==> src/rtl/bpp_pkg.sv <==
package bpp_pkg;

  // Default geometry limits
  localparam int unsigned MAX_WIDTH_DEF  = 128;
  localparam int unsigned MAX_HEIGHT_DEF = 128;

  // Field widths
  localparam int unsigned BYTE_W    = 8;
  localparam int unsigned DIM_W     = 8;
  localparam int unsigned COLOR_W   = 32;
  localparam int unsigned COORD_W   = 7;
  localparam int unsigned COL_W     = 4;
  localparam int unsigned BIT_IDX_W = 3;
  localparam int unsigned CFG_IDX_W = 3;
  localparam int unsigned PALETTE_N = 4;

  // Register indexes
  localparam logic [CFG_IDX_W-1:0] REG_IMAGE_WIDTH  = 3'd0;
  localparam logic [CFG_IDX_W-1:0] REG_IMAGE_HEIGHT = 3'd1;
  localparam logic [CFG_IDX_W-1:0] REG_PALETTE_0    = 3'd2;
  localparam logic [CFG_IDX_W-1:0] REG_PALETTE_1    = 3'd3;
  localparam logic [CFG_IDX_W-1:0] REG_PALETTE_2    = 3'd4;
  localparam logic [CFG_IDX_W-1:0] REG_PALETTE_3    = 3'd5;

  // Reset values
  localparam logic [DIM_W-1:0]   DIM_RESET       = 8'd32;
  localparam logic [COLOR_W-1:0] PALETTE_0_RESET = 32'h0000_0000;
  localparam logic [COLOR_W-1:0] PALETTE_1_RESET = 32'hFF00_0000;
  localparam logic [COLOR_W-1:0] PALETTE_2_RESET = 32'hFFFF_FFFF;
  localparam logic [COLOR_W-1:0] PALETTE_3_RESET = 32'hFF48_6FB0;

  typedef logic [PALETTE_N-1:0][COLOR_W-1:0] palette_t;

  // One plane-1 byte, paired and classified, ready to be expanded into pixels
  typedef struct packed {
    logic [BYTE_W-1:0]    p0;
    logic [BYTE_W-1:0]    p1;
    logic [COL_W-1:0]     col;
    logic [COORD_W-1:0]   row;
    logic [BIT_IDX_W-1:0] last_idx;
    logic                 img_last;
  } job_t;

endpackage

==> src/rtl/bpp_job_fifo.sv <==
module bpp_job_fifo (
  input  logic          clk_i,
  input  logic          rst_ni,
  input  logic          push_i,
  input  bpp_pkg::job_t job_i,
  output logic          full_o,
  input  logic          pop_i,
  output logic          valid_o,
  output bpp_pkg::job_t job_o
);
  import bpp_pkg::*;

  job_t       entry_q [2];
  logic       wr_ptr_q, rd_ptr_q;
  logic [1:0] cnt_q;

  assign full_o  = cnt_q == 2'd2;
  assign valid_o = cnt_q != 2'd0;
  assign job_o   = entry_q[rd_ptr_q];

  always_ff @(posedge clk_i or negedge rst_ni) begin
    if (!rst_ni) begin
      wr_ptr_q <= 1'b0;
      rd_ptr_q <= 1'b0;
      cnt_q    <= 2'd0;
    end else begin
      if (push_i) begin
        wr_ptr_q <= !wr_ptr_q;
      end
      if (pop_i) begin
        rd_ptr_q <= !rd_ptr_q;
      end
      cnt_q <= cnt_q + 2'(push_i) - 2'(pop_i);
    end
  end

  always_ff @(posedge clk_i) begin
    if (push_i) begin
      entry_q[wr_ptr_q] <= job_i;
    end
  end

endmodule

==> config.mk <==
export PLATFORM = sky130hd
export DESIGN_NAME = bpp_job_fifo
export DESIGN_NICKNAME = d
export VERILOG_FILES = /design/src/rtl/bpp_pkg.sv /design/src/rtl/bpp_job_fifo.sv
export SDC_FILE = /design/constraint.sdc
export NUM_CORES = 1
export LEC_CHECK = 0
export BUFFER_PORTS_ARGS = -buffer_cell sky130_fd_sc_hd__buf_2
export CAP_MARGIN = 40
export CORE_MARGIN = 2
export CORE_UTILIZATION = 50
export CTS_CLUSTER_DIAMETER = 40
export DETAILED_ROUTE_END_ITERATION = 10
export MAX_ROUTING_LAYER = met4
export PLACE_DENSITY = 0.76
export SKIP_CTS_REPAIR_TIMING = 1
export SLEW_MARGIN = 0
export SYNTH_ARGS = -nofsm -noshare
export SYNTH_HDL_FRONTEND = slang
export SYNTH_SLANG_ARGS = --single-unit
==> constraint.sdc <==
create_clock -name clk_i -period 5.27 [get_ports clk_i]
set_clock_uncertainty 0.15 [all_clocks]
set_input_delay 0.7905 -clock clk_i [delete_from_list [all_inputs] [get_ports clk_i]]
set_output_delay 0.7905 -clock clk_i [all_outputs]
set_load 0.005 [all_outputs]
==> run metrics <==
Worst setup EP type=output port; largest cells by area after synthesis=edfxtp_1 (72%), mux2_4 (17%), dfrtp_1 (3.9%), buf_12 (2.3%), ha_1 (0.97%); row count=26; Worst EP required=about 4.3 ns; Synth area leader=edfxtp_1; post-synth top area share=0.719; sequential share of the synthesized area=0.757; Fin Setup TNS=0 ns; die width=76.0 um; Warnings, synthesis=0; status=complete, no violations; Iter 0 DRT Violations=108; Max-slew headroom=0.392; layout cells sized above 1=0.585; initial antenna violation count=0; Routed WL per cell=15.8 um; Post-Syn Nets=~150; initial core utilization=0.514; DRT Wirelength=4150 um; Root Buffer=clkbuf_8; Critical Path Start Type=flop; fin util=0.622; multi-input logic area=roughly 560 sq um; vias in the first global route=1337; pwr/cell area=around 510 nW/um^2; largest net degree at the start of global routing=32; top routing layer in use=met4; clk buf depth=2; Netlist Area Pre-Place=2590 sq um; average size of a mapped cell=approximately 23 sq um; fin crit period=2.69 ns; DR WL met2=2120 um; residual DRC count=0; fin. max-slew vios=0; grt ovf=0; TritonRoute pass-1 iters=6; H-Tree Depth=3; Fmax=roughly 0.37 GHz; clk_lat worst skew=0.33 ns; # port buffers=67; Final Wtd Congestion=0.645; ratio of final minimum period to clock period=0.510; Synth Register Bits=66; unrepaired setup endpoints after global routing=false; Final setup viols=0; clk sinks=66; GR Util All Layers=0.159; library cells used by synthesis=13; Leak=1.30 nW; Post-synth EDFFs=62; count leader, synth=edfxtp_1; CP max FO=18; Worst-path clk slew=0.06 ns; crit path DAT=1.75 ns; Layout Area Growth over Synthesis=21.1%; metal3 WL=about 270 um; Top FF cell, synth=edfxtp_1; Setup CP Type=flop to output port; Post-Syn Instances=approximately 110; Slew @ Worst Pin=about 0.91 ns; synth cell count leaders=edfxtp_1 (62), mux2_4 (29), dfrtp_1 (4); Register Area=1960 sq um; final antenna-violating net count=0; die height=76.0 um; max cap viols=0; Num CTS Buffers=9; IO Count=between 60 and 70; vias per std cell=4.70; core box area=~5000 sq um; Vias=1237; Worst Hold Class=primary input to async pin; CTS tree=yes; Die Area=5770 sq um; Fill cells=roughly 370; peak supply drop=255 uV; Hold Vio Cnt, Final=0; first-pass GRT wire length=6640 um; Nets=225; number of diodes=0; Synth async-reset ratio=0.0606; met1 WL=1690 um
final timing paths:
path,endpoint,startpoint,slack [ns],cells past startpoint
worst max-delay path,job_o[0],rd_ptr_q,2.58,3
worst min-delay path,cnt_q[1],rst_ni,0.11,1
worst max register to register,entry_q[0][23],wr_ptr_q,3.57,1
worst min register to register,wr_ptr_q,wr_ptr_q,0.40,1
max in group asynchronous,rd_ptr_q,rst_ni,4.73,1
min in group clk_i,wr_ptr_q,wr_ptr_q,0.40,1
critical path: stages (launching register included):
cell,delay (ns)
dfrtp_2,0.69
buf_16,0.24
mux2_2,0.35
buf_2,0.13
final cells by class:
| class | instances | share of cell area |
|---|---|---|
| timing repair buffer | 69 | 0.118 |
| clock buffer | 15 | 0.0467 |
| tap | 70 | 0.0279 |
| inverter | 2 | 0.00239 |
| sequential | 66 | 0.626 |
| multi-input combinational | 40 | 0.178 |
| clock inverter | 1 | 0.00160 |
state kept, by name, indices dropped and copies added (netlist names):
name / cells
cnt_q: 2
wr_ptr_q: 1
entry_q: 62
rd_ptr_q: 1
cells by family (layout without fill, tap and decap cells):
group,after synthesis,count (layout),share of synthesized area
DFF,66,66,0.757
muxes,31,31,0.177
buffers and inverters,6,87,0.0304
and+or+nand+nor,4,4,0.00966
xor gates and xnor gates,3,3,0.0159
adders and majority gates,2,2,0.00966
metrics by stage:
stage / setup slack (ns) / power, mW / area [sq um] / std cells / hold WS (ns)
2_1_floorplan: 2.50 / 1.12 / 2590 / 112 / 0.305
3_3_place_gp: 2.81 / 1.22 / 2960 / 246 / 0.372
3_5_place_dp: 2.92 / 1.27 / 2990 / 247 / 0.392
4_1_cts: 2.55 / 1.61 / 3140 / 263 / 0.0939
5_1_grt: 2.50 / 1.67 / 3140 / 263 / 0.0940
6_report: 2.58 / 1.59 / 3140 / 263 / 0.105
report_power, final:
group          switching (mW)  internal [mW]
Sequential             0.0668          0.701
Combinational           0.186          0.294
Clock                   0.168          0.171
Total                   0.420           1.17
per-layer routing:
metal / vias to the layer above / global-route usage
met2: 52 / 0.254
met1: 593 / 0.179
li1: 584 / -
met4: 0 / 0.0873
met5: - / -
met3: 8 / 0.0498
cells in the final DEF, fill, tap and decap left out:
cell       n
or2_2      1
buf_4      1
edfxtp_1  62
dfrtp_2    1
nor2b_4    1
mux2_4    29
clkbuf_1   6
dfrtp_1    3
mux2_2     2
inv_1      2
xor3_1     1
buf_16     1
and2_1     1
clkbuf_8   9
ha_1       2
clkinv_2   1
nor2b_1    1
xor2_1     2
buf_2     67
Note: power is estimated with default switching activity, not from simulation.
