### src/rtl/bpp_pkg.sv
package bpp_pkg;

  // Default geometry limits
  localparam int unsigned MAX_WIDTH_DEF  = 128;
  localparam int unsigned MAX_HEIGHT_DEF = 128;

  // Field widths
  localparam int unsigned BYTE_W    = 8;
  localparam int unsigned DIM_W     = 8;
  localparam int unsigned COLOR_W   = 32;
  localparam int unsigned COORD_W   = 7;
  localparam int unsigned COL_W     = 4;
  localparam int unsigned BIT_IDX_W = 3;
  localparam int unsigned CFG_IDX_W = 3;
  localparam int unsigned PALETTE_N = 4;

  // Register indexes
  localparam logic [CFG_IDX_W-1:0] REG_IMAGE_WIDTH  = 3'd0;
  localparam logic [CFG_IDX_W-1:0] REG_IMAGE_HEIGHT = 3'd1;
  localparam logic [CFG_IDX_W-1:0] REG_PALETTE_0    = 3'd2;
  localparam logic [CFG_IDX_W-1:0] REG_PALETTE_1    = 3'd3;
  localparam logic [CFG_IDX_W-1:0] REG_PALETTE_2    = 3'd4;
  localparam logic [CFG_IDX_W-1:0] REG_PALETTE_3    = 3'd5;

  // Reset values
  localparam logic [DIM_W-1:0]   DIM_RESET       = 8'd32;
  localparam logic [COLOR_W-1:0] PALETTE_0_RESET = 32'h0000_0000;
  localparam logic [COLOR_W-1:0] PALETTE_1_RESET = 32'hFF00_0000;
  localparam logic [COLOR_W-1:0] PALETTE_2_RESET = 32'hFFFF_FFFF;
  localparam logic [COLOR_W-1:0] PALETTE_3_RESET = 32'hFF48_6FB0;

  typedef logic [PALETTE_N-1:0][COLOR_W-1:0] palette_t;

  // One plane-1 byte, paired and classified, ready to be expanded into pixels
  typedef struct packed {
    logic [BYTE_W-1:0]    p0;
    logic [BYTE_W-1:0]    p1;
    logic [COL_W-1:0]     col;
    logic [COORD_W-1:0]   row;
    logic [BIT_IDX_W-1:0] last_idx;
    logic                 img_last;
  } job_t;

endpackage

### src/rtl/bpp_back.sv
module bpp_back (
  input  logic                          clk_i,
  input  logic                          rst_ni,
  input  logic                          job_valid_i,
  input  bpp_pkg::job_t                 job_i,
  output logic                          pop_o,
  input  bpp_pkg::palette_t             palette_i,
  output logic                          out_valid_o,
  input  logic                          out_stall_i,
  output logic [bpp_pkg::COLOR_W-1:0]   pixel_color_o,
  output logic [bpp_pkg::COORD_W-1:0]   pixel_x_o,
  output logic [bpp_pkg::COORD_W-1:0]   pixel_y_o,
  output logic                          last_of_byte_o,
  output logic                          last_of_image_o
);
  import bpp_pkg::*;

  logic                 busy_q, busy_d;
  job_t                 job_q;
  logic [BIT_IDX_W-1:0] bit_q, bit_d;
  logic                 out_v_q, out_v_d;
  logic [COLOR_W-1:0]   color_q;
  logic [COORD_W-1:0]   x_q, y_q;
  logic                 lob_q, loi_q;

  logic                 adv, emit, last_bit;
  logic [BIT_IDX_W-1:0] sh;
  logic [1:0]           cidx;

  assign adv      = !out_v_q || !out_stall_i;
  assign emit     = adv && busy_q;
  assign last_bit = bit_q == job_q.last_idx;
  assign pop_o    = job_valid_i && (!busy_q || (emit && last_bit));
  assign sh       = ~bit_q;
  assign cidx     = {job_q.p1[sh], job_q.p0[sh]};

  always_comb begin
    busy_d  = busy_q;
    bit_d   = bit_q;
    out_v_d = adv ? busy_q : out_v_q;
    if (emit) begin
      if (last_bit) begin
        busy_d = 1'b0;
      end else begin
        bit_d = bit_q + BIT_IDX_W'(1);
      end
    end
    if (pop_o) begin
      busy_d = 1'b1;
      bit_d  = '0;
    end
  end

  always_ff @(posedge clk_i or negedge rst_ni) begin
    if (!rst_ni) begin
      busy_q  <= 1'b0;
      bit_q   <= '0;
      out_v_q <= 1'b0;
    end else begin
      busy_q  <= busy_d;
      bit_q   <= bit_d;
      out_v_q <= out_v_d;
    end
  end

  always_ff @(posedge clk_i) begin
    if (pop_o) begin
      job_q <= job_i;
    end
    if (emit) begin
      color_q <= palette_i[cidx];
      x_q     <= {job_q.col, bit_q};
      y_q     <= job_q.row;
      lob_q   <= last_bit;
      loi_q   <= last_bit && job_q.img_last;
    end
  end

  assign out_valid_o     = out_v_q;
  assign pixel_color_o   = color_q;
  assign pixel_x_o       = x_q;
  assign pixel_y_o       = y_q;
  assign last_of_byte_o  = lob_q;
  assign last_of_image_o = loi_q;

endmodule

### config.mk
export PLATFORM = sky130hd
export DESIGN_NAME = bpp_back
export DESIGN_NICKNAME = d
export VERILOG_FILES = /design/src/rtl/bpp_pkg.sv /design/src/rtl/bpp_back.sv
export SDC_FILE = /design/constraint.sdc
export NUM_CORES = 1
export LEC_CHECK = 0
export BUFFER_PORTS_ARGS = -buffer_cell sky130_fd_sc_hd__buf_2
export CORE_MARGIN = 2
export CORE_UTILIZATION = 48
export CTS_CLUSTER_DIAMETER = 60
export DETAILED_ROUTE_END_ITERATION = 8
export GPL_ROUTABILITY_DRIVEN = 0
export PLACE_DENSITY_LB_ADDON = 0.25
export SLEW_MARGIN = 10
export SYNTH_ARGS = -nofsm -noshare
export SYNTH_HDL_FRONTEND = slang
export SYNTH_SLANG_ARGS = --single-unit
### constraint.sdc
create_clock -name clk_i -period 6.92 [get_ports clk_i]
set_input_delay 0.346 -clock clk_i [delete_from_list [all_inputs] [get_ports clk_i]]
set_output_delay 0.346 -clock clk_i [all_outputs]
set_load 0.02 [all_outputs]
==> metrics <==
outcome=finished, final reports clean; initial antenna violation count=0; Vias=2633; RSZ-0062 raised after global routing=false; Synth area leader=edfxtp_1; Clock transition at path regs=80 ps; GRT overflow=0; core area=8090 um^2; worst-margin pin slew=1140 ps; CP Launch Type=flip-flop; worst vdd ir=0.000173 V; Post-DP HPWL=6.46 mm; Worst path max stage delay=900 ps; fin. max-slew vios=0; final net count=603; slowest cell on the critical path=mux2i_4; final hold vios=0; clk sink count=84; Die Area=8990 um^2; combinational power share=48.0%; Arr. time, crit path=3440 ps; Setup Skew=9.43 ps; cts bufs inserted=9; critical path buffer and inverter count=1; EDFF count, synth=79; CP dominant cell by count=mux2i_1; crit-path max FO=40; Critical Path Sink Type=flip-flop; first-pass GRT wire length=12.4 mm; area of the multi-input gates=1280 um^2; first-pass detailed-route iteration total=3; CTS tree=done; Post-synth top cells=97 x mux2i_1, 79 x edfxtp_1, 6 x buf_12; max_slew headroom=22.3%; yosys warns=0; Pwr Density=427 nW/um^2; largest net degree at the start of global routing=41; cell area after placement=5010 um^2; post-DR wirelength/cell=15.4 um; Initial Util=48.9%; TNS Setup=0 ps; final core utilization=64.2%; dpl cells=532; Setup Fix Bufs, Post-CTS=0; filler instances=632; Top FF cell, synth=edfxtp_1; DRC viols=0; Clk pwr share=14.0%; Yosys reg bits=84; fin crit share=48.4%; CTS Buffer Depth=2; Clock Latency Late Sink=340 ps; DRT antenna net count=0; Synth Net Count=390; Total GRT Usage=18.4%; LEAKAGE=2.43 nW; Hold Slack=176 ps; Syn Inst Count=226; switching power total=0.000832 W; final instance area=5190 um^2; post-synthesis sequential area ratio=63.1%; Largest delay share family, worst path=multiplexers; Final Setup Violations=0; mapped cell area=3960 um^2; fmax=298 MHz; Rows=33; Die X=94.8 um; area delta synth->final=31.2%; worst min-delay path class=in -> reg; max cap viols=0; Root Driver=clkbuf_8; Synth top area share=59.9%; critical path, cell by cell=mux4_2 -> mux2i_4 -> buf_4 -> mux2i_1 -> mux2i_1; most numerous cell in the Yosys netlist=mux2i_1; die height=94.8 um; Int Power=0.00139 W; Sw Ratio=37.5%; Post-Layout Cell Count=549; async set or reset register ratio after synthesis=5.95%; initial DRC count=64; top cells by area, synth=edfxtp_1 60%, mux2i_1 25%, dfrtp_1 3.2%, buf_12 3.0%, buf_6 1.4%; vias in the first global route=2592; share of layout cells above drive strength 1=53.6%; register area=2500 um^2; Worst Path Required=7000 ps; Vias/cell=4.80; I/O pin count=213; WS Path Type=reg -> reg; I/O Buffers=212; Syn Area/Cell=17.5 um^2; sequential power share=38.0%; htree depth=3; routed wire length=8.45 mm; Yosys cell types=27; Final min period=3350 ps; diode count=0
[metrics by stage]
stage / worst slack, ps / power, W
6_report: 3570 / 0.00222
5_1_grt: 3310 / 0.00236
4_1_cts: 3520 / 0.00225
3_5_place_dp: 3540 / 0.00194
3_3_place_gp: 3660 / 0.00191
2_1_floorplan: 3570 / 0.00180
[cells in the final DEF, fill, tap and decap left out, types with 3 or more instances in the layout]
cell type | netlist | layout
xnor2_1 | 3 | 3
a22o_1 | 3 | 3
mux2i_1 | 97 | 96
dfrtp_1 | 5 | 5
clkinvlp_4 | 0 | 3
buf_4 | 0 | 4
buf_2 | 1 | 212
clkbuf_8 | 0 | 9
edfxtp_1 | 79 | 79
[flip-flops by register name, summed over array words and instances (netlist names)]
register / count
job_q: 31
pixel_y_o: 7
out_valid_o: 1
bit_q: 3
last_of_byte_o: 1
pixel_color_o: 32
last_of_image_o: 1
pixel_x_o: 7
busy_q: 1
[cells by family (layout without fill, tap and decap cells)]
logic type / after synthesis / count (layout) / synth area share [%]
mux: 103 / 103 / 27.8
fa+ha+maj: 1 / 1 / 0.316
flops: 84 / 84 / 63.1
simple gates: 8 / 8 / 1.23
buf+inv: 17 / 235 / 5.06
xor+xnor: 3 / 3 / 0.664
compound gates: 10 / 10 / 1.80
[layer usage]
layer / vias up / global-route usage, % / share of wire (%)
met4: 0 / 7.00 / 1.3
met1: 1184 / 21.9 / 39
met2: 128 / 31.4 / 50
met5: - / 0 / 0
met3: 9 / 5.51 / 9.8
li1: 1312 / - / -
[worst register-to-register path: cells and delay by family (launching register included)]
kind	cells	cell delay (ps)
muxes	4	1870
buffers and inverters	1	690
DFF	1	540
[area by class of cell]
cell class	instances	share of cell area, %
timing repair buffer	217	21.2
clock buffer	10	2.46
sequential	84	48.1
clock inverter	6	0.939
tap	105	2.53
inverter	2	0.145
multi-input combinational	125	24.7
[worst paths after layout]
| kind | startpoint | to | slack (ps) | cells past startpoint |
|---|---|---|---|---|
| max | bit_q[2]$_DFFE_PN0P_ | pixel_color_o[15]$_DFFE_PP_ | 3570 | 5 |
| min | job_i[5] | job_q[5]$_DFFE_PP_ | 180 | 1 |
| max reg2reg | bit_q[2]$_DFFE_PN0P_ | pixel_color_o[15]$_DFFE_PP_ | 3570 | 5 |
| min reg2reg | job_q[4]$_DFFE_PP_ | pixel_y_o[0]$_DFFE_PP_ | 420 | 0 |
| max in group asynchronous | rst_ni | out_valid_o$_DFFE_PN0N_ | 6440 | 2 |
| min in group asynchronous | rst_ni | bit_q[0]$_DFFE_PN0P_ | 340 | 2 |
[power groups by stage]
stage               Clock [W]  Sequential (W)  Combinational (W)
floorplan                   0        0.000999           0.000802
detailed placement          0        0.000858            0.00108
CTS                  0.000323        0.000847            0.00108
global route         0.000342        0.000862            0.00116
finish               0.000311        0.000844            0.00107
global placement            0        0.000852            0.00105
[timing repair]
action / CTS / global route
endpoints found under the hold margin: 5 / 0
hold buffers: 1 / 0
resized for setup: 0 / 0
(Power assumes the default switching activity.)
